`src/hdl/dsn_pkg.sv`:
```
// ----------------------------------------------------------------------------
// Depth surface normals package
// Shared sizes, configuration and job types, and state encodings.
// ----------------------------------------------------------------------------
package dsn_pkg;

    localparam int MAX_WIDTH   = 1024;
    localparam int MAX_HEIGHT  = 1024;
    localparam int COL_W       = $clog2(MAX_WIDTH);
    localparam int ROW_W       = $clog2(MAX_HEIGHT);
    localparam int DIM_W       = 11;
    localparam int POS_W       = 10;
    localparam int SAMPLE_W    = 16;
    localparam int FOCAL_W     = 24;
    localparam int CFG_ADDR_W  = 4;
    localparam int CFG_DATA_W  = 32;
    localparam int QUEUE_DEPTH = 4;
    localparam int QPTR_W      = $clog2(QUEUE_DEPTH);
    localparam int QCNT_W      = $clog2(QUEUE_DEPTH + 1);

    typedef enum logic [1:0] {
        REG_IMAGE_WIDTH,
        REG_IMAGE_HEIGHT,
        REG_FOCAL_X,
        REG_FOCAL_Y
    } t_reg_idx;

    typedef struct packed {
        logic [DIM_W-1:0]   width;
        logic [DIM_W-1:0]   height;
        logic [FOCAL_W-1:0] focal_x;
        logic [FOCAL_W-1:0] focal_y;
        logic               restart;
    } t_cfg;

    typedef struct packed {
        logic [SAMPLE_W-1:0] d11;
        logic [SAMPLE_W-1:0] d12;
        logic [SAMPLE_W-1:0] d21;
        logic [SAMPLE_W-1:0] d22;
        logic [POS_W-1:0]    row;
        logic [POS_W-1:0]    col;
        logic                frame_end;
    } t_job;

    typedef struct packed {
        logic [QCNT_W-1:0] count;
    } t_qstat;

    typedef enum logic {
        F_IDLE,
        F_EMIT
    } t_front_state;

    typedef enum logic [2:0] {
        B_IDLE,
        B_MUL,
        B_SQRT,
        B_DPREP,
        B_DIV,
        B_OUT
    } t_back_state;

endpackage

```
`src/hdl/dsn_queue.sv`:
```
// ----------------------------------------------------------------------------
// Depth surface normals job queue
// Small FIFO of window jobs between the front end and the arithmetic back end.
// ----------------------------------------------------------------------------
module dsn_queue (
    input  logic            i_clk,
    input  logic            i_rst_n,
    input  dsn_pkg::t_job   i_push_data,
    input  logic            i_push_valid,
    output logic            o_push_ready,
    output dsn_pkg::t_job   o_pop_data,
    output logic            o_pop_valid,
    input  logic            i_pop_ready,
    output dsn_pkg::t_qstat o_stat
);

    dsn_pkg::t_job               r_mem [dsn_pkg::QUEUE_DEPTH];
    logic [dsn_pkg::QPTR_W-1:0]  r_wptr;
    logic [dsn_pkg::QPTR_W-1:0]  r_rptr;
    logic [dsn_pkg::QCNT_W-1:0]  r_count;
    logic                        push;
    logic                        pop;

    assign o_push_ready = (r_count != dsn_pkg::QCNT_W'(dsn_pkg::QUEUE_DEPTH));
    assign o_pop_valid  = (r_count != '0);
    assign o_pop_data   = r_mem[r_rptr];
    assign push         = i_push_valid && o_push_ready;
    assign pop          = o_pop_valid && i_pop_ready;
    assign o_stat.count = r_count;

    always_ff @(posedge i_clk) begin
        if (push) begin
            r_mem[r_wptr] <= i_push_data;
        end
    end

    always_ff @(posedge i_clk) begin
        if (!i_rst_n) begin
            r_wptr <= '0;
            r_rptr <= '0;
            r_count <= '0;
        end else begin
            if (push) begin
                r_wptr <= r_wptr + 1'b1;
            end
            if (pop) begin
                r_rptr <= r_rptr + 1'b1;
            end
            if (push && !pop) begin
                r_count <= r_count + 1'b1;
            end else if (pop && !push) begin
                r_count <= r_count - 1'b1;
            end
        end
    end

endmodule

```
`config.mk`:
```
export PLATFORM = sky130hd
export DESIGN_NAME = dsn_queue
export DESIGN_NICKNAME = d
export VERILOG_FILES = /design/src/hdl/dsn_pkg.sv /design/src/hdl/dsn_queue.sv
export SDC_FILE = /design/constraint.sdc
export NUM_CORES = 1
export LEC_CHECK = 0
export BUFFER_PORTS_ARGS = -buffer_cell sky130_fd_sc_hd__buf_4
export CORE_MARGIN = 10
export CORE_UTILIZATION = 61
export CTS_CLUSTER_SIZE = 30
export DETAILED_ROUTE_END_ITERATION = 8
export PLACE_DENSITY = 0.84
export SLEW_MARGIN = 20
export SYNTH_ARGS = -nofsm -noshare
export SYNTH_HDL_FRONTEND = slang
export SYNTH_SLANG_ARGS = --single-unit
```
`constraint.sdc`:
```
create_clock -name i_clk -period 11.7 [get_ports i_clk]
set_clock_uncertainty 0.1 [all_clocks]
set_input_delay 3.51 -clock i_clk [delete_from_list [all_inputs] [get_ports i_clk]]
set_output_delay 3.51 -clock i_clk [all_outputs]
set_load 0.1 [all_outputs]
```
Word level (Yosys, flattened, before mapping)
Memories as Yosys holds them, arrays and structs flattened. A register that Yosys moved wholly into a read port is not among the register bits. Cells that the tools add are included. Widths: inputs -> output; s select.

Add/subtract/negate cells: 4. Equal/unequal tests: 1. Multiplexer cells: 6. Reductions and logical operators: 8.

Operators by type and width (count): $mux 3 (2); $add 2x1->2 const B (2); $logic_and 1x1->1 (4); $mux 2 (2); $add 3x1->3 const B (1); $ne 3x3->1 const B (1); $reduce_bool 3->1 (1); $sub 3x1->3 const B (1); $logic_not 1->1 (2); $mux 1 (2); $reduce_bool 2->1 (1).

Register bits after elaboration: 7. Bits in writable memories: 340. Input port bits: 89. Output and inout port bits: 90. Word-level logic and storage cells: 23. Memories: 1.

Memory list: r_mem (depth 4, bits a word 85, read ports 1, clocked after Yosys merged registers in 1, wr ports 1, RTL line dsn_queue.sv:17) `dsn_pkg::t_job r_mem [dsn_pkg::QUEUE_DEPTH];`.

Logic depth before layout (Yosys ltp)
Depth after elaboration: 6. Depth in mapped cells: 8. Depth with buffers taken out: 8.

Worst setup path after synthesis
No wires, ideal clock.

Kind: input -> register. Start point: in i_push_valid. End point: mem r_mem[0][0] (netlist name), enable pin. Library setup time: 453 ps. Arrival time: 5812 ps. Required time: 11147 ps. Path slack: 5335 ps. Cell stages on the path: 2. Path buffers: 0. Cell sequence: a21boi_2 -> and2_1.

Word-level cells in the longest chain between the ends: 3.

Ends and longest elaborated chain: start: declaration (RTL line dsn_queue.sv:9) `input logic i_push_valid,`; $logic_and 1x1->1 (RTL line dsn_queue.sv:27) `assign push = i_push_valid && o_push_ready;`; $mux 1 (RTL line dsn_queue.sv:32) `if (push) begin`; $mux 1 (implied by the code) (RTL line dsn_queue.sv:33) `r_mem[r_wptr] <= i_push_data;`; end: declaration (RTL line dsn_queue.sv:17).

No other way between the ends.

==> flow_metrics.py <==
metrics = {
    "outcome": {
        "status": "finished, final reports clean",
    },
    "detailed_routing": {
        "wl_per_cell_um": 25.39,
        "ant_nets": 0,
        "viasPerCell": 5.907,
        "remaining_drc_errors": 0,
        "first_pass_iters": 4,
        "dr.first_iter.drc_count": 457,
        "totalWireLength_um": 25010,
        "routed-via-count": 5818,
    },
    "placement": {
        "place.gp.congestion": 0.7271,
        "port_buffers": 178,
        "place_hpwl_um": 15510,
    },
    "clock_tree": {
        "cts_setup_buffers": 0,
        "clkSinkCount": 349,
        "clk_latency_ns": 0.50,
        "cts_tree": "yes",
        "hold_buffers": 0,
        "root_buffer": "clkbuf_16",
        "cts_resized": 0,
        "numCtsBuffers": 35,
        "h-tree-depth": 2,
        "clkSlewWorstSetupHoldPaths_ns": 0.06,
        "cts_buffer_depth": 3,
    },
    "yosys": {
        "ys_seq_area_share_pct": 81.21,
        "syn_nets": 587,
        "synth.distinct_cells": 25,
        "synthCells": 492,
        "netlist_area_um2": 12790,
        "synth_seq_cells": 349,
        "syn_avg_cell_area_um2": 26.00,
        "yosys_warnings": 0,
    },
    "worst_setup_path": {
        "required_ns": 8.09,
        "critPathLaunchType": "flop",
        "cp-end-kind": "primary output",
        "worst_ep_arrival_time_ns": 3.23,
        "crit_type": "reg2out",
        "worstPathMaxFanout": 46,
    },
    "floorplanning": {
        "initial_core_util_pct": 62.62,
        "core_area_um2": 20430,
        "ioPinCount": 179,
        "dieWidth_um": 164.8,
        "rows": 52,
        "die-area_um2": 27170,
        "die_h_um": 164.8,
    },
    "final_layout": {
        "final_common_cell": "edfxtp_1",
        "layout_common_cells": "340 x edfxtp_1, 184 x buf_4, 85 x mux4_2",
        "utilization_pct": 75.24,
        "final_layout_size_suffix_gt1_share_pct": 44.68,
        "seqCellArea_um2": 10400,
        "nets": 788,
        "nFillCells": 1096,
        "multiInputGateArea_um2": 2203,
        "area_growth_pct": 20.15,
    },
    "timing": {
        "hold_viol_final": 0,
        "fin_setup_tns_ns": 0,
        "max_freq_mhz": 146.3,
        "period_needed_ns": 6.837,
        "relSlewSlack_pct": 37.00,
        "rsz0062_at_grt": "false",
        "setup_viol": 0,
        "finalCritPeriodShare_pct": 58.44,
        "worstMarginPinSlew_ns": 0.9450,
        "maxSlewViolCount": 0,
    },
    "global_route": {
        "grt_use_met2_pct": 30.36,
        "grt_overflow": 0,
        "grt_start_max_net_pins": 58,
        "antenna_found_initial": 1,
        "track_usage_pct": 18.49,
        "gr-max-usage-layer": "met2",
        "grt_pass1_vias": 6384,
        "met3_usage_pct": 4.929,
        "use_met1_pct": 24.24,
        "grt_first_pass_wirelength_um": 38010,
    },
    "min_path": {
        "hp-class": "reg2reg",
    },
    "flow_run": {
        "drv_cap": 0,
    },
}
state kept, by name, summed over array words and instances (netlist names), named ones only:
| signal | flops |
|---|---|
| r_mem | 340 |
| o_stat | 3 |
| r_rptr | 2 |
| r_wptr | 2 |
routing by layer:
layer	wire (um)	vias up
met5	0	-
met4	360	0
met3	2116	32
met2	12690	234
met1	9843	3047
li1	-	2505
final timing paths:
path | from | to | slack, ns | cells past startpoint
setup / recovery | flop | o_pop_data[56] | 4.86 | 3
hold / removal | r_wptr[1]$_SDFFE_PN0P_ | r_wptr[1]$_SDFFE_PN0P_ | 0.42 | 2
setup reg to reg | o_stat[0]$_SDFFE_PN0P_ | r_mem[0][59]$_DFFE_PP_ | 8.83 | 4
hold reg to reg | r_wptr[1]$_SDFFE_PN0P_ | r_wptr[1]$_SDFFE_PN0P_ | 0.42 | 2
critical path, stage by stage (launching register included):
cell     delay, ns
dfxtp_4       0.89
buf_4         0.83
mux4_2        0.65
buf_4         0.26
Yosys cell counts:
cell type	number	area [um2]
fa_1	1	20.02
a21boi_0	1	7.510
buf_6	1	11.26
buf_12	6	120.1
ha_1	5	62.56
buf_1	3	11.26
buf_2	6	30.03
nand2_1	5	18.77
nor2_1	1	3.750
inv_1	3	11.26
and2_1	8	50.05
buf_4	3	22.52
dfxtp_1	9	180.2
o21ai_0	1	5.000
a21boi_2	1	11.26
clkbuf_1	1	3.750
o311ai_0	1	8.760
xor2_1	1	8.760
edfxtp_1	340	10210
o31ai_1	1	7.510
xnor2_1	3	26.28
mux4_2	85	1914
or3_1	2	12.51
nor2b_1	1	6.260
mux2i_1	3	30.03
cells by family (layout without fill, tap and decap cells):
| family | after synthesis | after routing | share of synthesized area [%] |
|---|---|---|---|
| flops | 349 | 349 | 81.21 |
| mux | 88 | 88 | 15.20 |
| buf+inv | 23 | 245 | 1.643 |
| simple gates | 17 | 17 | 0.7140 |
| fa+ha+maj | 6 | 6 | 0.6455 |
| compound gates | 5 | 5 | 0.3130 |
| xor+xnor | 4 | 4 | 0.2739 |
| other cells | 0 | 1 | 0 |
final cells by class:
type	instances	area share [%]
inverter	3	0.07326
clock inverter	14	0.5535
clock buffer	44	6.195
antenna	1	0.01628
sequential	349	67.64
multi-input combinational	120	14.33
timing repair buffer	184	8.987
tap	270	2.198
metrics by stage:
stage / setup slack, ns / hold WS [ns] / cells / area (um2)
after floorplan: 5.335 / 0.3677 / 492 / 12790
after global placement: 5.300 / 0.3746 / 926 / 14330
after detailed placement: 5.319 / 0.4140 / 926 / 14330
after CTS: 4.732 / 0.4220 / 984 / 15370
after global routing: 4.574 / 0.4585 / 984 / 15370
final: 4.863 / 0.4202 / 985 / 15370
Power is left out: the tool's default activity adds up to more than one toggle a clock period on the data nets, which glitch-free logic cannot reach.
