`config.mk`:
```
export PLATFORM = sky130hd
export DESIGN_NAME = dsn_back_flat
export DESIGN_NICKNAME = d
export VERILOG_FILES = /design/src/hdl/dsn_pkg.sv /design/src/hdl/dsn_out_if.sv /design/src/hdl/dsn_back.sv /design/src/flat_wrapper.sv
export SDC_FILE = /design/constraint.sdc
export NUM_CORES = 2
export LEC_CHECK = 0
export BUFFER_PORTS_ARGS = -buffer_cell sky130_fd_sc_hd__buf_4
export CORE_MARGIN = 2
export CORE_UTILIZATION = 55
export DETAILED_ROUTE_END_ITERATION = 7
export PLACE_DENSITY = 0.71
export SLEW_MARGIN = 30
export SYNTH_ARGS = -nofsm -noshare
export SYNTH_HDL_FRONTEND = slang
export SYNTH_SLANG_ARGS = --single-unit
```
`constraint.sdc`:
```
create_clock -name i_clk -period 10 [get_ports i_clk]
set_input_delay 2 -clock i_clk [delete_from_list [all_inputs] [get_ports i_clk]]
set_output_delay 2 -clock i_clk [all_outputs]
set_load 0.005 [all_outputs]
```
`src/hdl/dsn_pkg.sv`:
```
// ----------------------------------------------------------------------------
// Depth surface normals package
// Shared sizes, configuration and job types, and state encodings.
// ----------------------------------------------------------------------------
package dsn_pkg;

    localparam int MAX_WIDTH   = 1024;
    localparam int MAX_HEIGHT  = 1024;
    localparam int COL_W       = $clog2(MAX_WIDTH);
    localparam int ROW_W       = $clog2(MAX_HEIGHT);
    localparam int DIM_W       = 11;
    localparam int POS_W       = 10;
    localparam int SAMPLE_W    = 16;
    localparam int FOCAL_W     = 24;
    localparam int CFG_ADDR_W  = 4;
    localparam int CFG_DATA_W  = 32;
    localparam int QUEUE_DEPTH = 4;
    localparam int QPTR_W      = $clog2(QUEUE_DEPTH);
    localparam int QCNT_W      = $clog2(QUEUE_DEPTH + 1);

    typedef enum logic [1:0] {
        REG_IMAGE_WIDTH,
        REG_IMAGE_HEIGHT,
        REG_FOCAL_X,
        REG_FOCAL_Y
    } t_reg_idx;

    typedef struct packed {
        logic [DIM_W-1:0]   width;
        logic [DIM_W-1:0]   height;
        logic [FOCAL_W-1:0] focal_x;
        logic [FOCAL_W-1:0] focal_y;
        logic               restart;
    } t_cfg;

    typedef struct packed {
        logic [SAMPLE_W-1:0] d11;
        logic [SAMPLE_W-1:0] d12;
        logic [SAMPLE_W-1:0] d21;
        logic [SAMPLE_W-1:0] d22;
        logic [POS_W-1:0]    row;
        logic [POS_W-1:0]    col;
        logic                frame_end;
    } t_job;

    typedef struct packed {
        logic [QCNT_W-1:0] count;
    } t_qstat;

    typedef enum logic {
        F_IDLE,
        F_EMIT
    } t_front_state;

    typedef enum logic [2:0] {
        B_IDLE,
        B_MUL,
        B_SQRT,
        B_DPREP,
        B_DIV,
        B_OUT
    } t_back_state;

endpackage

```
`src/hdl/dsn_out_if.sv`:
```
// ----------------------------------------------------------------------------
// Surface normal channel
// Valid/ready channel carrying one Q1.15 unit normal and its pixel position.
// ----------------------------------------------------------------------------
interface dsn_out_if;
    logic               valid;
    logic               ready;
    logic signed [15:0] normal_x;
    logic signed [15:0] normal_y;
    logic signed [15:0] normal_z;
    logic               normal_valid;
    logic [9:0]         pixel_row;
    logic [9:0]         pixel_col;
    logic               frame_end;

    modport source (output valid, output normal_x, output normal_y, output normal_z,
                    output normal_valid, output pixel_row, output pixel_col,
                    output frame_end, input ready);
    modport sink (input valid, input normal_x, input normal_y, input normal_z,
                  input normal_valid, input pixel_row, input pixel_col,
                  input frame_end, output ready);
endinterface

```
`src/hdl/dsn_back.sv`:
```
// ----------------------------------------------------------------------------
// Depth surface normals back end
// Computes one unit normal per job, or a zero word where a sample is zero: a
// shared 24x24 multiplier builds the squared length, a bit-serial square root
// finds its magnitude, and three bit-serial dividers scale each component to Q1.15.
// ----------------------------------------------------------------------------
module dsn_back (
    input  logic          i_clk,
    input  logic          i_rst_n,
    input  dsn_pkg::t_cfg i_cfg,
    input  dsn_pkg::t_job i_job,
    input  logic          i_job_valid,
    output logic          o_job_ready,
    dsn_out_if.source     o_normal
);

    localparam int MAG_W   = 41;
    localparam int CZ_W    = 25;
    localparam int ACC_W   = 84;
    localparam int ROOT_W  = 42;
    localparam int REM_W   = 44;
    localparam int NUM_W   = 57;
    localparam int Q_W     = 16;
    localparam int SPLIT   = 21;
    localparam int OPND_W  = 24;

    localparam logic [3:0] ST_AX   = 4'd0;
    localparam logic [3:0] ST_AY   = 4'd1;
    localparam logic [3:0] ST_AX0  = 4'd2;
    localparam logic [3:0] ST_AX1  = 4'd3;
    localparam logic [3:0] ST_AX2  = 4'd4;
    localparam logic [3:0] ST_CZ0  = 4'd5;
    localparam logic [3:0] ST_CZ1  = 4'd6;
    localparam logic [3:0] ST_CZ2  = 4'd7;
    localparam logic [3:0] ST_AY0  = 4'd8;
    localparam logic [3:0] ST_AY1  = 4'd9;
    localparam logic [3:0] ST_AY2  = 4'd10;
    localparam logic [3:0] ST_LAST = 4'd11;

    localparam logic [5:0] SQRT_LAST = 6'(ROOT_W - 1);
    localparam logic [5:0] DIV_LAST  = 6'(Q_W - 1);

    dsn_pkg::t_back_state r_state;
    dsn_pkg::t_back_state n_state;

    logic [dsn_pkg::POS_W-1:0] r_row;
    logic [dsn_pkg::POS_W-1:0] r_col;
    logic                      r_end;
    logic                      r_nv;
    logic                      r_negx;
    logic                      r_negy;
    logic [16:0]               r_adx;
    logic [16:0]               r_ady;
    logic [CZ_W-1:0]           r_cz;
    logic [MAG_W-1:0]          r_ax;
    logic [MAG_W-1:0]          r_ay;
    logic [2*OPND_W-1:0]       r_prod;
    logic [6:0]                r_psh;
    logic [3:0]                r_pk;
    logic                      r_pv;
    logic [3:0]                r_step;
    logic [ACC_W-1:0]          r_acc;
    logic [REM_W-1:0]          r_srem;
    logic [ROOT_W-1:0]         r_m;
    logic [5:0]                r_cnt;
    logic [ROOT_W-1:0]         r_dr [3];
    logic [Q_W-1:0]            r_dl [3];
    logic [Q_W-1:0]            r_q [3];

    logic                      take;
    logic                      all_nz;
    logic signed [18:0]        dx;
    logic signed [18:0]        dy;
    logic [17:0]               sum;
    logic [OPND_W-1:0]         opa;
    logic [OPND_W-1:0]         opb;
    logic [6:0]                shamt;
    logic [REM_W+1:0]          sq_w;
    logic [REM_W+1:0]          sq_t;
    logic                      sq_ge;
    logic [MAG_W-1:0]          mag [3];
    logic [NUM_W-1:0]          num [3];

    function automatic logic signed [15:0] to_q15(input logic [Q_W-1:0] q, input logic neg);
        logic [16:0] m17;
        m17 = (q > 16'd32768) ? 17'd32768 : {1'b0, q};
        if (neg) begin
            return 16'(17'h10000 - m17);
        end
        return (q > 16'd32767) ? 16'sd32767 : q;
    endfunction

    assign take   = (r_state == dsn_pkg::B_IDLE) && i_job_valid;
    assign o_job_ready = (r_state == dsn_pkg::B_IDLE);
    assign all_nz = (i_job.d11 != '0) && (i_job.d12 != '0) &&
                    (i_job.d21 != '0) && (i_job.d22 != '0);
    assign dx  = 19'(i_job.d12) + 19'(i_job.d22) - 19'(i_job.d21) - 19'(i_job.d11);
    assign dy  = 19'(i_job.d21) + 19'(i_job.d22) - 19'(i_job.d12) - 19'(i_job.d11);
    assign sum = 18'(i_job.d11) + 18'(i_job.d12) + 18'(i_job.d21) + 18'(i_job.d22);

    // Each square is split at bit 21 into high*high, doubled cross and low*low.
    always_comb begin
        opa = '0;
        opb = '0;
        shamt = '0;
        case (r_step)
            ST_AX: begin
                opa = OPND_W'(r_adx);
                opb = i_cfg.focal_x;
            end
            ST_AY: begin
                opa = OPND_W'(r_ady);
                opb = i_cfg.focal_y;
            end
            ST_AX0: begin
                opa = OPND_W'(r_ax[SPLIT-1:0]);
                opb = OPND_W'(r_ax[SPLIT-1:0]);
            end
            ST_AX1: begin
                opa = OPND_W'(r_ax[MAG_W-1:SPLIT]);
                opb = OPND_W'(r_ax[SPLIT-1:0]);
                shamt = 7'(SPLIT + 1);
            end
            ST_AX2: begin
                opa = OPND_W'(r_ax[MAG_W-1:SPLIT]);
                opb = OPND_W'(r_ax[MAG_W-1:SPLIT]);
                shamt = 7'(2 * SPLIT);
            end
            ST_CZ0: begin
                opa = OPND_W'(r_cz[SPLIT-1:0]);
                opb = OPND_W'(r_cz[SPLIT-1:0]);
            end
            ST_CZ1: begin
                opa = OPND_W'(r_cz[CZ_W-1:SPLIT]);
                opb = OPND_W'(r_cz[SPLIT-1:0]);
                shamt = 7'(SPLIT + 1);
            end
            ST_CZ2: begin
                opa = OPND_W'(r_cz[CZ_W-1:SPLIT]);
                opb = OPND_W'(r_cz[CZ_W-1:SPLIT]);
                shamt = 7'(2 * SPLIT);
            end
            ST_AY0: begin
                opa = OPND_W'(r_ay[SPLIT-1:0]);
                opb = OPND_W'(r_ay[SPLIT-1:0]);
            end
            ST_AY1: begin
                opa = OPND_W'(r_ay[MAG_W-1:SPLIT]);
                opb = OPND_W'(r_ay[SPLIT-1:0]);
                shamt = 7'(SPLIT + 1);
            end
            ST_AY2: begin
                opa = OPND_W'(r_ay[MAG_W-1:SPLIT]);
                opb = OPND_W'(r_ay[MAG_W-1:SPLIT]);
                shamt = 7'(2 * SPLIT);
            end
            default: begin
                opa = '0;
                opb = '0;
            end
        endcase
    end

    assign sq_w  = {r_srem, r_acc[ACC_W-1:ACC_W-2]};
    assign sq_t  = (REM_W + 2)'({r_m, 2'b01});
    assign sq_ge = (sq_w >= sq_t);

    assign mag[0] = r_ax;
    assign mag[1] = r_ay;
    assign mag[2] = MAG_W'(r_cz);

    // Numerator of round(v * 32768 / m): v shifted up plus half the divisor.
    always_comb begin
        for (int i = 0; i < 3; i++) begin
            num[i] = NUM_W'({mag[i], 15'b0}) + NUM_W'(r_m[ROOT_W-1:1]);
        end
    end

    always_comb begin
        n_state = r_state;
        case (r_state)
            dsn_pkg::B_IDLE: begin
                if (take) begin
                    n_state = all_nz ? dsn_pkg::B_MUL : dsn_pkg::B_OUT;
                end
            end
            dsn_pkg::B_MUL: begin
                if (r_step == ST_LAST) begin
                    n_state = dsn_pkg::B_SQRT;
                end
            end
            dsn_pkg::B_SQRT: begin
                if (r_cnt == SQRT_LAST) begin
                    n_state = dsn_pkg::B_DPREP;
                end
            end
            dsn_pkg::B_DPREP: begin
                n_state = dsn_pkg::B_DIV;
            end
            dsn_pkg::B_DIV: begin
                if (r_cnt == DIV_LAST) begin
                    n_state = dsn_pkg::B_OUT;
                end
            end
            dsn_pkg::B_OUT: begin
                if (o_normal.ready) begin
                    n_state = dsn_pkg::B_IDLE;
                end
            end
            default: begin
                n_state = dsn_pkg::B_IDLE;
            end
        endcase
    end

    always_ff @(posedge i_clk) begin
        if (!i_rst_n) begin
            r_state <= dsn_pkg::B_IDLE;
        end else begin
            r_state <= n_state;
        end
    end

    always_ff @(posedge i_clk) begin
        case (r_state)
            dsn_pkg::B_IDLE: begin
                r_row <= i_job.row;
                r_col <= i_job.col;
                r_end <= i_job.frame_end;
                r_nv <= all_nz;
                r_negx <= all_nz && (dx > 0);
                r_negy <= all_nz && (dy > 0);
                r_adx <= 17'((dx < 0) ? -dx : dx);
                r_ady <= 17'((dy < 0) ? -dy : dy);
                r_cz <= {sum, 7'b0};
                r_step <= ST_AX;
                r_pv <= 1'b0;
                r_acc <= '0;
                for (int i = 0; i < 3; i++) begin
                    r_q[i] <= '0;
                end
            end
            dsn_pkg::B_MUL: begin
                r_prod <= opa * opb;
                r_psh <= shamt;
                r_pk <= r_step;
                r_pv <= 1'b1;
                r_step <= r_step + 1'b1;
                if (r_pv) begin
                    if (r_pk == ST_AX) begin
                        r_ax <= r_prod[MAG_W-1:0];
                    end else if (r_pk == ST_AY) begin
                        r_ay <= r_prod[MAG_W-1:0];
                    end else begin
                        r_acc <= r_acc + (ACC_W'(r_prod) << r_psh);
                    end
                end
                r_srem <= '0;
                r_m <= '0;
                r_cnt <= '0;
            end
            dsn_pkg::B_SQRT: begin
                r_srem <= sq_ge ? REM_W'(sq_w - sq_t) : sq_w[REM_W-1:0];
                r_m <= {r_m[ROOT_W-2:0], sq_ge};
                r_acc <= r_acc << 2;
                r_cnt <= r_cnt + 1'b1;
            end
            dsn_pkg::B_DPREP: begin
                for (int i = 0; i < 3; i++) begin
                    r_dr[i] <= ROOT_W'(num[i][NUM_W-1:Q_W]);
                    r_dl[i] <= num[i][Q_W-1:0];
                end
                r_cnt <= '0;
            end
            dsn_pkg::B_DIV: begin
                for (int i = 0; i < 3; i++) begin
                    if ({r_dr[i], r_dl[i][Q_W-1]} >= {1'b0, r_m}) begin
                        r_dr[i] <= ROOT_W'({r_dr[i], r_dl[i][Q_W-1]} - {1'b0, r_m});
                        r_q[i] <= {r_q[i][Q_W-2:0], 1'b1};
                    end else begin
                        r_dr[i] <= {r_dr[i][ROOT_W-2:0], r_dl[i][Q_W-1]};
                        r_q[i] <= {r_q[i][Q_W-2:0], 1'b0};
                    end
                    r_dl[i] <= r_dl[i] << 1;
                end
                r_cnt <= r_cnt + 1'b1;
            end
            default: begin
                r_pv <= 1'b0;
            end
        endcase
    end

    assign o_normal.valid        = (r_state == dsn_pkg::B_OUT);
    assign o_normal.normal_x     = to_q15(r_q[0], r_negx);
    assign o_normal.normal_y     = to_q15(r_q[1], r_negy);
    assign o_normal.normal_z     = to_q15(r_q[2], 1'b0);
    assign o_normal.normal_valid = r_nv;
    assign o_normal.pixel_row    = r_row;
    assign o_normal.pixel_col    = r_col;
    assign o_normal.frame_end    = r_end;

endmodule

```
`src/flat_wrapper.sv`:
```
// flat-port wrapper written by rule: the top's interface ports become plain ports
module dsn_back_flat 
  (i_clk, i_rst_n, i_cfg, i_job, i_job_valid, o_job_ready, o_normal_valid, o_normal_normal_x, o_normal_normal_y, o_normal_normal_z, o_normal_normal_valid, o_normal_pixel_row, o_normal_pixel_col, o_normal_frame_end, o_normal_ready);
  dsn_out_if o_normal_i ();
  input  logic i_clk;
  input  logic i_rst_n;
  input  dsn_pkg::t_cfg i_cfg;
  input  dsn_pkg::t_job i_job;
  input  logic i_job_valid;
  output logic o_job_ready;
  output wire logic [$bits(o_normal_i.valid)-1:0] o_normal_valid;
  output wire logic [$bits(o_normal_i.normal_x)-1:0] o_normal_normal_x;
  output wire logic [$bits(o_normal_i.normal_y)-1:0] o_normal_normal_y;
  output wire logic [$bits(o_normal_i.normal_z)-1:0] o_normal_normal_z;
  output wire logic [$bits(o_normal_i.normal_valid)-1:0] o_normal_normal_valid;
  output wire logic [$bits(o_normal_i.pixel_row)-1:0] o_normal_pixel_row;
  output wire logic [$bits(o_normal_i.pixel_col)-1:0] o_normal_pixel_col;
  output wire logic [$bits(o_normal_i.frame_end)-1:0] o_normal_frame_end;
  input wire logic [$bits(o_normal_i.ready)-1:0] o_normal_ready;
  assign o_normal_valid = o_normal_i.valid;
  assign o_normal_normal_x = o_normal_i.normal_x;
  assign o_normal_normal_y = o_normal_i.normal_y;
  assign o_normal_normal_z = o_normal_i.normal_z;
  assign o_normal_normal_valid = o_normal_i.normal_valid;
  assign o_normal_pixel_row = o_normal_i.pixel_row;
  assign o_normal_pixel_col = o_normal_i.pixel_col;
  assign o_normal_frame_end = o_normal_i.frame_end;
  assign o_normal_i.ready = o_normal_ready;
  dsn_back u_core (.i_clk(i_clk), .i_rst_n(i_rst_n), .i_cfg(i_cfg), .i_job(i_job), .i_job_valid(i_job_valid), .o_job_ready(o_job_ready), .o_normal(o_normal_i));
endmodule
```
== Word level (Yosys, flattened, before mapping) ==
Memories as Yosys holds them, arrays and structs flattened.
Index checks and enable logic that the tools add are counted.

* Register bits after elaboration: 401
* Output and inout port bits: 72
* Memory bits (writable): 222
* Memories kept: 3
* Bits of input ports: 160
* Logic and storage cells: 209

{| class="wikitable"
|+ Memory list
! name !! words !! bits a word !! read ports !! clocked after Yosys merged registers in !! write ports !! line !! source
|-
| u_core.r_dr || 3 || 42 || 3 || 0 || 3 || dsn_back.sv:66 || <nowiki>logic [ROOT_W-1:0] r_dr [3];</nowiki>
|-
| u_core.r_dl || 3 || 16 || 3 || 0 || 3 || dsn_back.sv:67 || <nowiki>logic [Q_W-1:0] r_dl [3];</nowiki>
|-
| u_core.r_q || 3 || 16 || 3 || 0 || 3 || dsn_back.sv:68 || <nowiki>logic [Q_W-1:0] r_q [3];</nowiki>
|}

* Shift-type cells: 1
* $lt $le $gt $ge: 13
* Reduce and logical (&&, ||, !) cells: 32
* Multipliers: 1
* Add/subtract/negate cells: 23
* Bitwise operators: 16
* Mux-type cells: 72
* Eq/ne operators: 27

{| class="wikitable"
|+ Operators by type and width
! kind !! count
|-
| 16-bit 2-to-1 mux || 18
|-
| 42-bit 2-to-1 mux || 6
|-
| 84-bit 2-to-1 mux || 3
|-
| 84-bit one-hot mux with 3 select lines || 1
|-
| 24-bit one-hot mux with 8 select lines || 1
|-
| 21-bit one-hot mux with 8 select lines || 1
|-
| 43-bit by 42-bit >= comparator with 1-bit output || 3
|-
| 42-bit subtractor || 3
|-
| 56-bit by 41-bit adder with 57-bit output || 2
|-
| 44-bit one-hot mux with 2 select lines || 1
|-
| 84-bit adder || 1
|-
| 42-bit one-hot mux with 2 select lines || 1
|-
| 48-bit by 7-bit left shift with 84-bit output || 1
|-
| 19-bit by 16-bit subtractor with 19-bit output || 4
|-
| 16-bit nonzero test || 4
|-
| 16-bit by 16-bit adder with 17-bit output || 3
|-
| 16-bit by 15-bit > comparator with 1-bit output (second input constant) || 3
|-
| 46-bit by 44-bit >= comparator with 1-bit output || 1
|-
| 21-bit by 24-bit multiplier with 45-bit output || 1
|-
| 44-bit 2-to-1 mux || 1
|-
| 44-bit subtractor || 1
|-
| 40-bit by 41-bit adder with 42-bit output || 1
|-
| 19-bit by 1-bit > comparator with 1-bit output (second input constant) || 2
|-
| 19-bit by 1-bit < comparator with 1-bit output (second input constant) || 2
|-
| other kinds (36) || 120
|}

== Logic depth before layout (Yosys ltp) ==
* Depth after elaboration: 7
* Depth in mapped cells: 37
* Depth with buffers taken out: 34

== Worst setup path after synthesis ==
OpenSTA, ideal clock, no wires.

* Path type: in2reg
* Start: in i_cfg[30] (netlist name)
* End: reg u_core.r_prod[38], data pin
* Path slack: 0.845 ns
* Path buffers: 2
* Data arrival time: 8.897 ns
* Cell stages on the path: 28
* Required time: 9.742 ns
* Library setup time: 0.258 ns
* Path through: a22o_1 -> or3_1 -> clkbuf_1 -> clkbuf_1 -> nand2_1 -> fa_1 -> inv_1 -> fa_1 -> fa_1 -> fa_1 -> fa_1 -> fa_1 -> inv_1 -> fa_1 -> inv_1 -> ha_1 -> a21o_1 -> a21o_1 -> a21oi_1 -> o21ai_0 -> a21oi_1 -> nand3_1 -> a221oi_1 -> o21ai_0 -> a21oi_1 -> o21ai_0 -> a21oi_1 -> xnor2_1

* Longest elaborated chain between the ends: 2

{| class="wikitable"
|+ RTL lines
! element !! line !! source
|-
| start: declaration || flat_wrapper.sv:7 || <nowiki>input dsn_pkg::t_cfg i_cfg;</nowiki>
|-
| 24-bit one-hot mux with 8 select lines || dsn_back.sv:106 || <nowiki>case (r_step)</nowiki>
|-
| 21-bit by 24-bit multiplier with 45-bit output || dsn_back.sv:244 || <nowiki>r_prod <= opa * opb;</nowiki>
|-
| end signal: assignment || dsn_back.sv:244 ||
|-
| end: declaration || dsn_back.sv:57 || <nowiki>logic [2*OPND_W-1:0] r_prod;</nowiki>
|}

No other way between the ends.
A chain may end at the register's enable or synchronous reset.

== Worst setup path after layout ==
* Start: reg u_core.r_step[3]
* End: reg u_core.r_prod[43], data pin

* Longest elaborated chain between the ends: 4

{| class="wikitable"
|+ RTL lines
! element !! line !! source
|-
| start: declaration || dsn_back.sv:61 || <nowiki>logic [3:0] r_step;</nowiki>
|-
| start signal: assignment || dsn_back.sv:248 || <nowiki>r_step <= r_step + 1'b1;</nowiki>
|-
| 4-bit equality test, or another cell as far along || dsn_back.sv:106 ||
|-
| 2-bit OR reduction (no source line) || -- ||
|-
| 21-bit one-hot mux with 8 select lines or 24-bit one-hot mux with 8 select lines (tied branches) || dsn_back.sv:106 ||
|-
| 21-bit by 24-bit multiplier with 45-bit output * || dsn_back.sv:244 ||
|}

Mark *: on every way between the ends. The rest lies on a longest branch, timed or not.

==> run summary <==
run status - finished, violations left
violated checks - design-rule violations
Final Hold Vio Count - 0
average instance area after synthesis - 8.91 µm²
slowest CP cell - sky130_fd_sc_hd__fa_1
post-route design area - 72700 µm²
Clock transition at path regs - 60 ps
net count of the mapped netlist - 8702
final layout net count - 8805
initial core utilization - 55.4%
area of the placeable core - 120000 µm²
number of filler instances in the final layout - 10400
period utilisation layout - 97.6%
met2 usage - 54.6%
area grow syn2layout - 9.34%
number of max-slew violations in the final report - 0
Area after DPL - 70200 µm²
number of placed I/O pins - 232
final worst path period need - 9760 ps
EDFF count, synth - 582
global-route met3 utilization - 7.86%
Multi-input gate area - 44600 µm²
largest stage delay on the critical path - 540 ps
arrival time reported for the critical path endpoint - 10150 ps
Die Ht - 352 µm
transition time at the pin with the least slew margin - 1160 ps
setup repair after global routing missed its margin - no
TritonCTS clock tree - done
final RePlAce weighted congestion - 1.01
total length of routed wires - 223000 µm
CP endpoint kind - flop
HPWL after detailed placement - 174000 µm
register bit count reported by yosys - 586
Row Count - 127
routed wire length per instance - 24.1 µm
number of antenna violations at the first check in global routing - 6
number of nets with antenna violations after routing - 0
sum of overflow across all layers after global routing - 0
critical path launch point type - flop
count of vias placed by the detailed router - 57800
ratio of cells with drive above 1 in the final layout - 7.91%
type of the most critical hold path - flop to flop
number of I/O port buffers - 207
largest driver fanout on the critical path - 19
max-cap check violation count - 0
global-route usage over all layers - 35.9%
met1 Use GR - 48.6%
busiest layer in global routing - met2
first-pass GRT wire length - 334000 µm
Fin Setup TNS - 0 ps
cells after synthesis - 7466
cell class contributing the biggest share of worst-path delay - adder cells
Synth async-reset ratio - 0%
floorplan die area - 124000 µm²
number of H-tree levels - 3
clock insertion delay at the later pin of the skew report - 680 ps
combined area of all synthesized cells - 66500 µm²
chip width - 352 µm
CP Data Required Time - 10390 ps
number of buffers added to fix hold violations after cts - 0
Initial DRT Pass Iterations - 8
DRC Markers - 32
leading register cell type out of synthesis - sky130_fd_sc_hd__edfxtp_1
clock buffer depth - 3
Util after Layout - 60.6%
ratio of routed vias to standard cells - 6.26
worst slew slack as a fraction of its limit - 20.2%
number of buffers and inverters on the critical path - 12
Setup violations, final - 0
number of DRC markers after the initial detailed-route iteration - 6451
clock buffers created by TritonCTS - 73
highest clock frequency the design can meet - 102 MHz
Yosys warning count - 0
storage element area - 17600 µm²
via count of the first global-routing pass - 55300
clock tree root driver cell - sky130_fd_sc_hd__clkbuf_16
Unique masters post-synth - 101
maximum number of pins on one net before global-route repair - 96
worst-case clock skew - 31.3 ps
number of clock sinks - 586
Setup CP Type - flop to flop
portion of the post-synthesis area used by sequential elements - 26.4%
worst reg2reg max path: cells and delay by family (launching register included):
kind,cells,cell delay [ps]
adders and majority gates,8,3960
AOI/OAI and AO/OA,6,1580
xor gates and xnor gates,1,120
and+or+nand+nor,7,1810
buffers and inverters,12,1520
DFF,1,480
cell type report:
type / count / share of cell area [%]
Clock inverter: 40 / 0.592
Sequential cell: 586 / 24.1
Timing Repair Buffer: 368 / 3.97
Multi-Input combinational cell: 5691 / 61.4
Clock buffer: 91 / 2.76
Inverter: 849 / 4.38
Tap cell: 1612 / 2.77
Antenna cell: 1 / 0.00344
Yosys cell counts, types with 14 or more instances:
master | n | area [µm²]
sky130_fd_sc_hd__and2_1 | 91 | 569
sky130_fd_sc_hd__a22o_1 | 24 | 210
sky130_fd_sc_hd__xnor2_1 | 278 | 2430
sky130_fd_sc_hd__a21oi_1 | 477 | 2390
sky130_fd_sc_hd__xor2_1 | 185 | 1620
sky130_fd_sc_hd__o21ai_0 | 373 | 1870
sky130_fd_sc_hd__nand4_1 | 78 | 488
sky130_fd_sc_hd__nor2_1 | 556 | 2090
sky130_fd_sc_hd__and3_1 | 106 | 663
sky130_fd_sc_hd__nand2_1 | 848 | 3180
sky130_fd_sc_hd__edfxtp_1 | 582 | 17500
sky130_fd_sc_hd__mux2_2 | 21 | 236
sky130_fd_sc_hd__a222oi_1 | 32 | 320
sky130_fd_sc_hd__buf_1 | 21 | 78.8
sky130_fd_sc_hd__inv_1 | 847 | 3180
sky130_fd_sc_hd__a22oi_1 | 74 | 556
sky130_fd_sc_hd__fa_1 | 474 | 9490
sky130_fd_sc_hd__clkbuf_1 | 301 | 1130
sky130_fd_sc_hd__and4_1 | 30 | 263
sky130_fd_sc_hd__o211ai_1 | 65 | 488
sky130_fd_sc_hd__a211oi_1 | 92 | 691
sky130_fd_sc_hd__mux2i_1 | 82 | 821
sky130_fd_sc_hd__or2_2 | 29 | 181
sky130_fd_sc_hd__a31oi_1 | 68 | 425
sky130_fd_sc_hd__o21a_1 | 57 | 428
sky130_fd_sc_hd__o22ai_1 | 45 | 282
sky130_fd_sc_hd__a21o_1 | 263 | 1970
sky130_fd_sc_hd__nand2b_1 | 61 | 382
sky130_fd_sc_hd__o21bai_1 | 71 | 533
sky130_fd_sc_hd__nor2b_1 | 65 | 407
sky130_fd_sc_hd__ha_1 | 602 | 7530
sky130_fd_sc_hd__nor3_1 | 77 | 385
sky130_fd_sc_hd__nand3_1 | 131 | 656
sky130_fd_sc_hd__nor4_1 | 31 | 194
sky130_fd_sc_hd__a21boi_0 | 19 | 143
sky130_fd_sc_hd__o31ai_1 | 30 | 225
sky130_fd_sc_hd__or3_1 | 41 | 257
sky130_fd_sc_hd__buf_2 | 14 | 70.1
worst paths after layout:
path	startpoint	endpoint	slack, ps	cells past startpoint
max	u_core.r_step[3]	u_core.r_prod[43]	240	34
min	u_core.r_dl[0][35]	u_core.r_dl[0][36]	530	2
max reg2reg	u_core.r_step[3]	u_core.r_prod[43]	240	34
min reg2reg	u_core.r_dl[0][35]	u_core.r_dl[0][36]	530	2
layout by cell type, fill, tap and decap left out, types with 78 or more instances in the layout:
| cell type | instances |
|---|---|
| sky130_fd_sc_hd__buf_4 | 357 |
| sky130_fd_sc_hd__fa_1 | 474 |
| sky130_fd_sc_hd__and2_1 | 88 |
| sky130_fd_sc_hd__and3_1 | 106 |
| sky130_fd_sc_hd__nor2_1 | 553 |
| sky130_fd_sc_hd__nand3_1 | 129 |
| sky130_fd_sc_hd__a21o_1 | 263 |
| sky130_fd_sc_hd__mux2i_1 | 82 |
| sky130_fd_sc_hd__ha_1 | 602 |
| sky130_fd_sc_hd__xor2_1 | 185 |
| sky130_fd_sc_hd__o21ai_0 | 373 |
| sky130_fd_sc_hd__inv_1 | 846 |
| sky130_fd_sc_hd__edfxtp_1 | 582 |
| sky130_fd_sc_hd__xnor2_1 | 278 |
| sky130_fd_sc_hd__a211oi_1 | 91 |
| sky130_fd_sc_hd__nand4_1 | 78 |
| sky130_fd_sc_hd__nand2_1 | 845 |
| sky130_fd_sc_hd__a21oi_1 | 475 |
metrics by stage:
| step | setup slack, ps | hold slack (ps) | instances |
|---|---|---|---|
| 6_report | 239 | 530 | 9238 |
| 5_1_grt | 12.2 | 540 | 9237 |
| 4_1_cts | 346 | 529 | 9235 |
| 3_5_place_dp | 20.2 | 512 | 9104 |
| 3_3_place_gp | 55.6 | 499 | 9104 |
| 2_1_floorplan | 845 | 424 | 7466 |
kinds of logic (layout without fill, tap and decap cells):
family          after synthesis  in the layout  share of synthesized area (%)
compound gates             1848           1848                           18.1
simple gates               2194           2194                           15.2
buf+inv                    1189           1348                           6.76
flops                       586            586                           26.4
other cells                   1              2                        0.00564
fa+ha+maj                  1076           1076                           25.6
mux                         109            109                           1.79
xor+xnor                    463            463                           6.10
registers in the layout, indices dropped and copies added, names as in the netlist, 41 cells and up:
register and cells:
u_core.r_acc 84, u_core.r_ax 41, u_core.r_ay 41, u_core.r_dr 126
u_core.r_m 42, u_core.r_prod 45, u_core.r_q 48, u_core.r_srem 44
repair_timing:
action | 4_1_cts | 5_1_grt
buffers inserted | 0 | 1
endpoints found under the setup margin | 0 | 7
resized for setup | 0 | 4
hold endpoints to repair | 0 | 0
per-layer routing:
metal  vias up  part of all wire [%]
met5         -                 0.029
met4        10                   5.7
met3       613                    10
met2      2853                    43
met1     28100                    41
li1      26300                     -
Power is not shown: default switching activity piles up to over one toggle a cycle in this logic, so the estimate is an artifact.
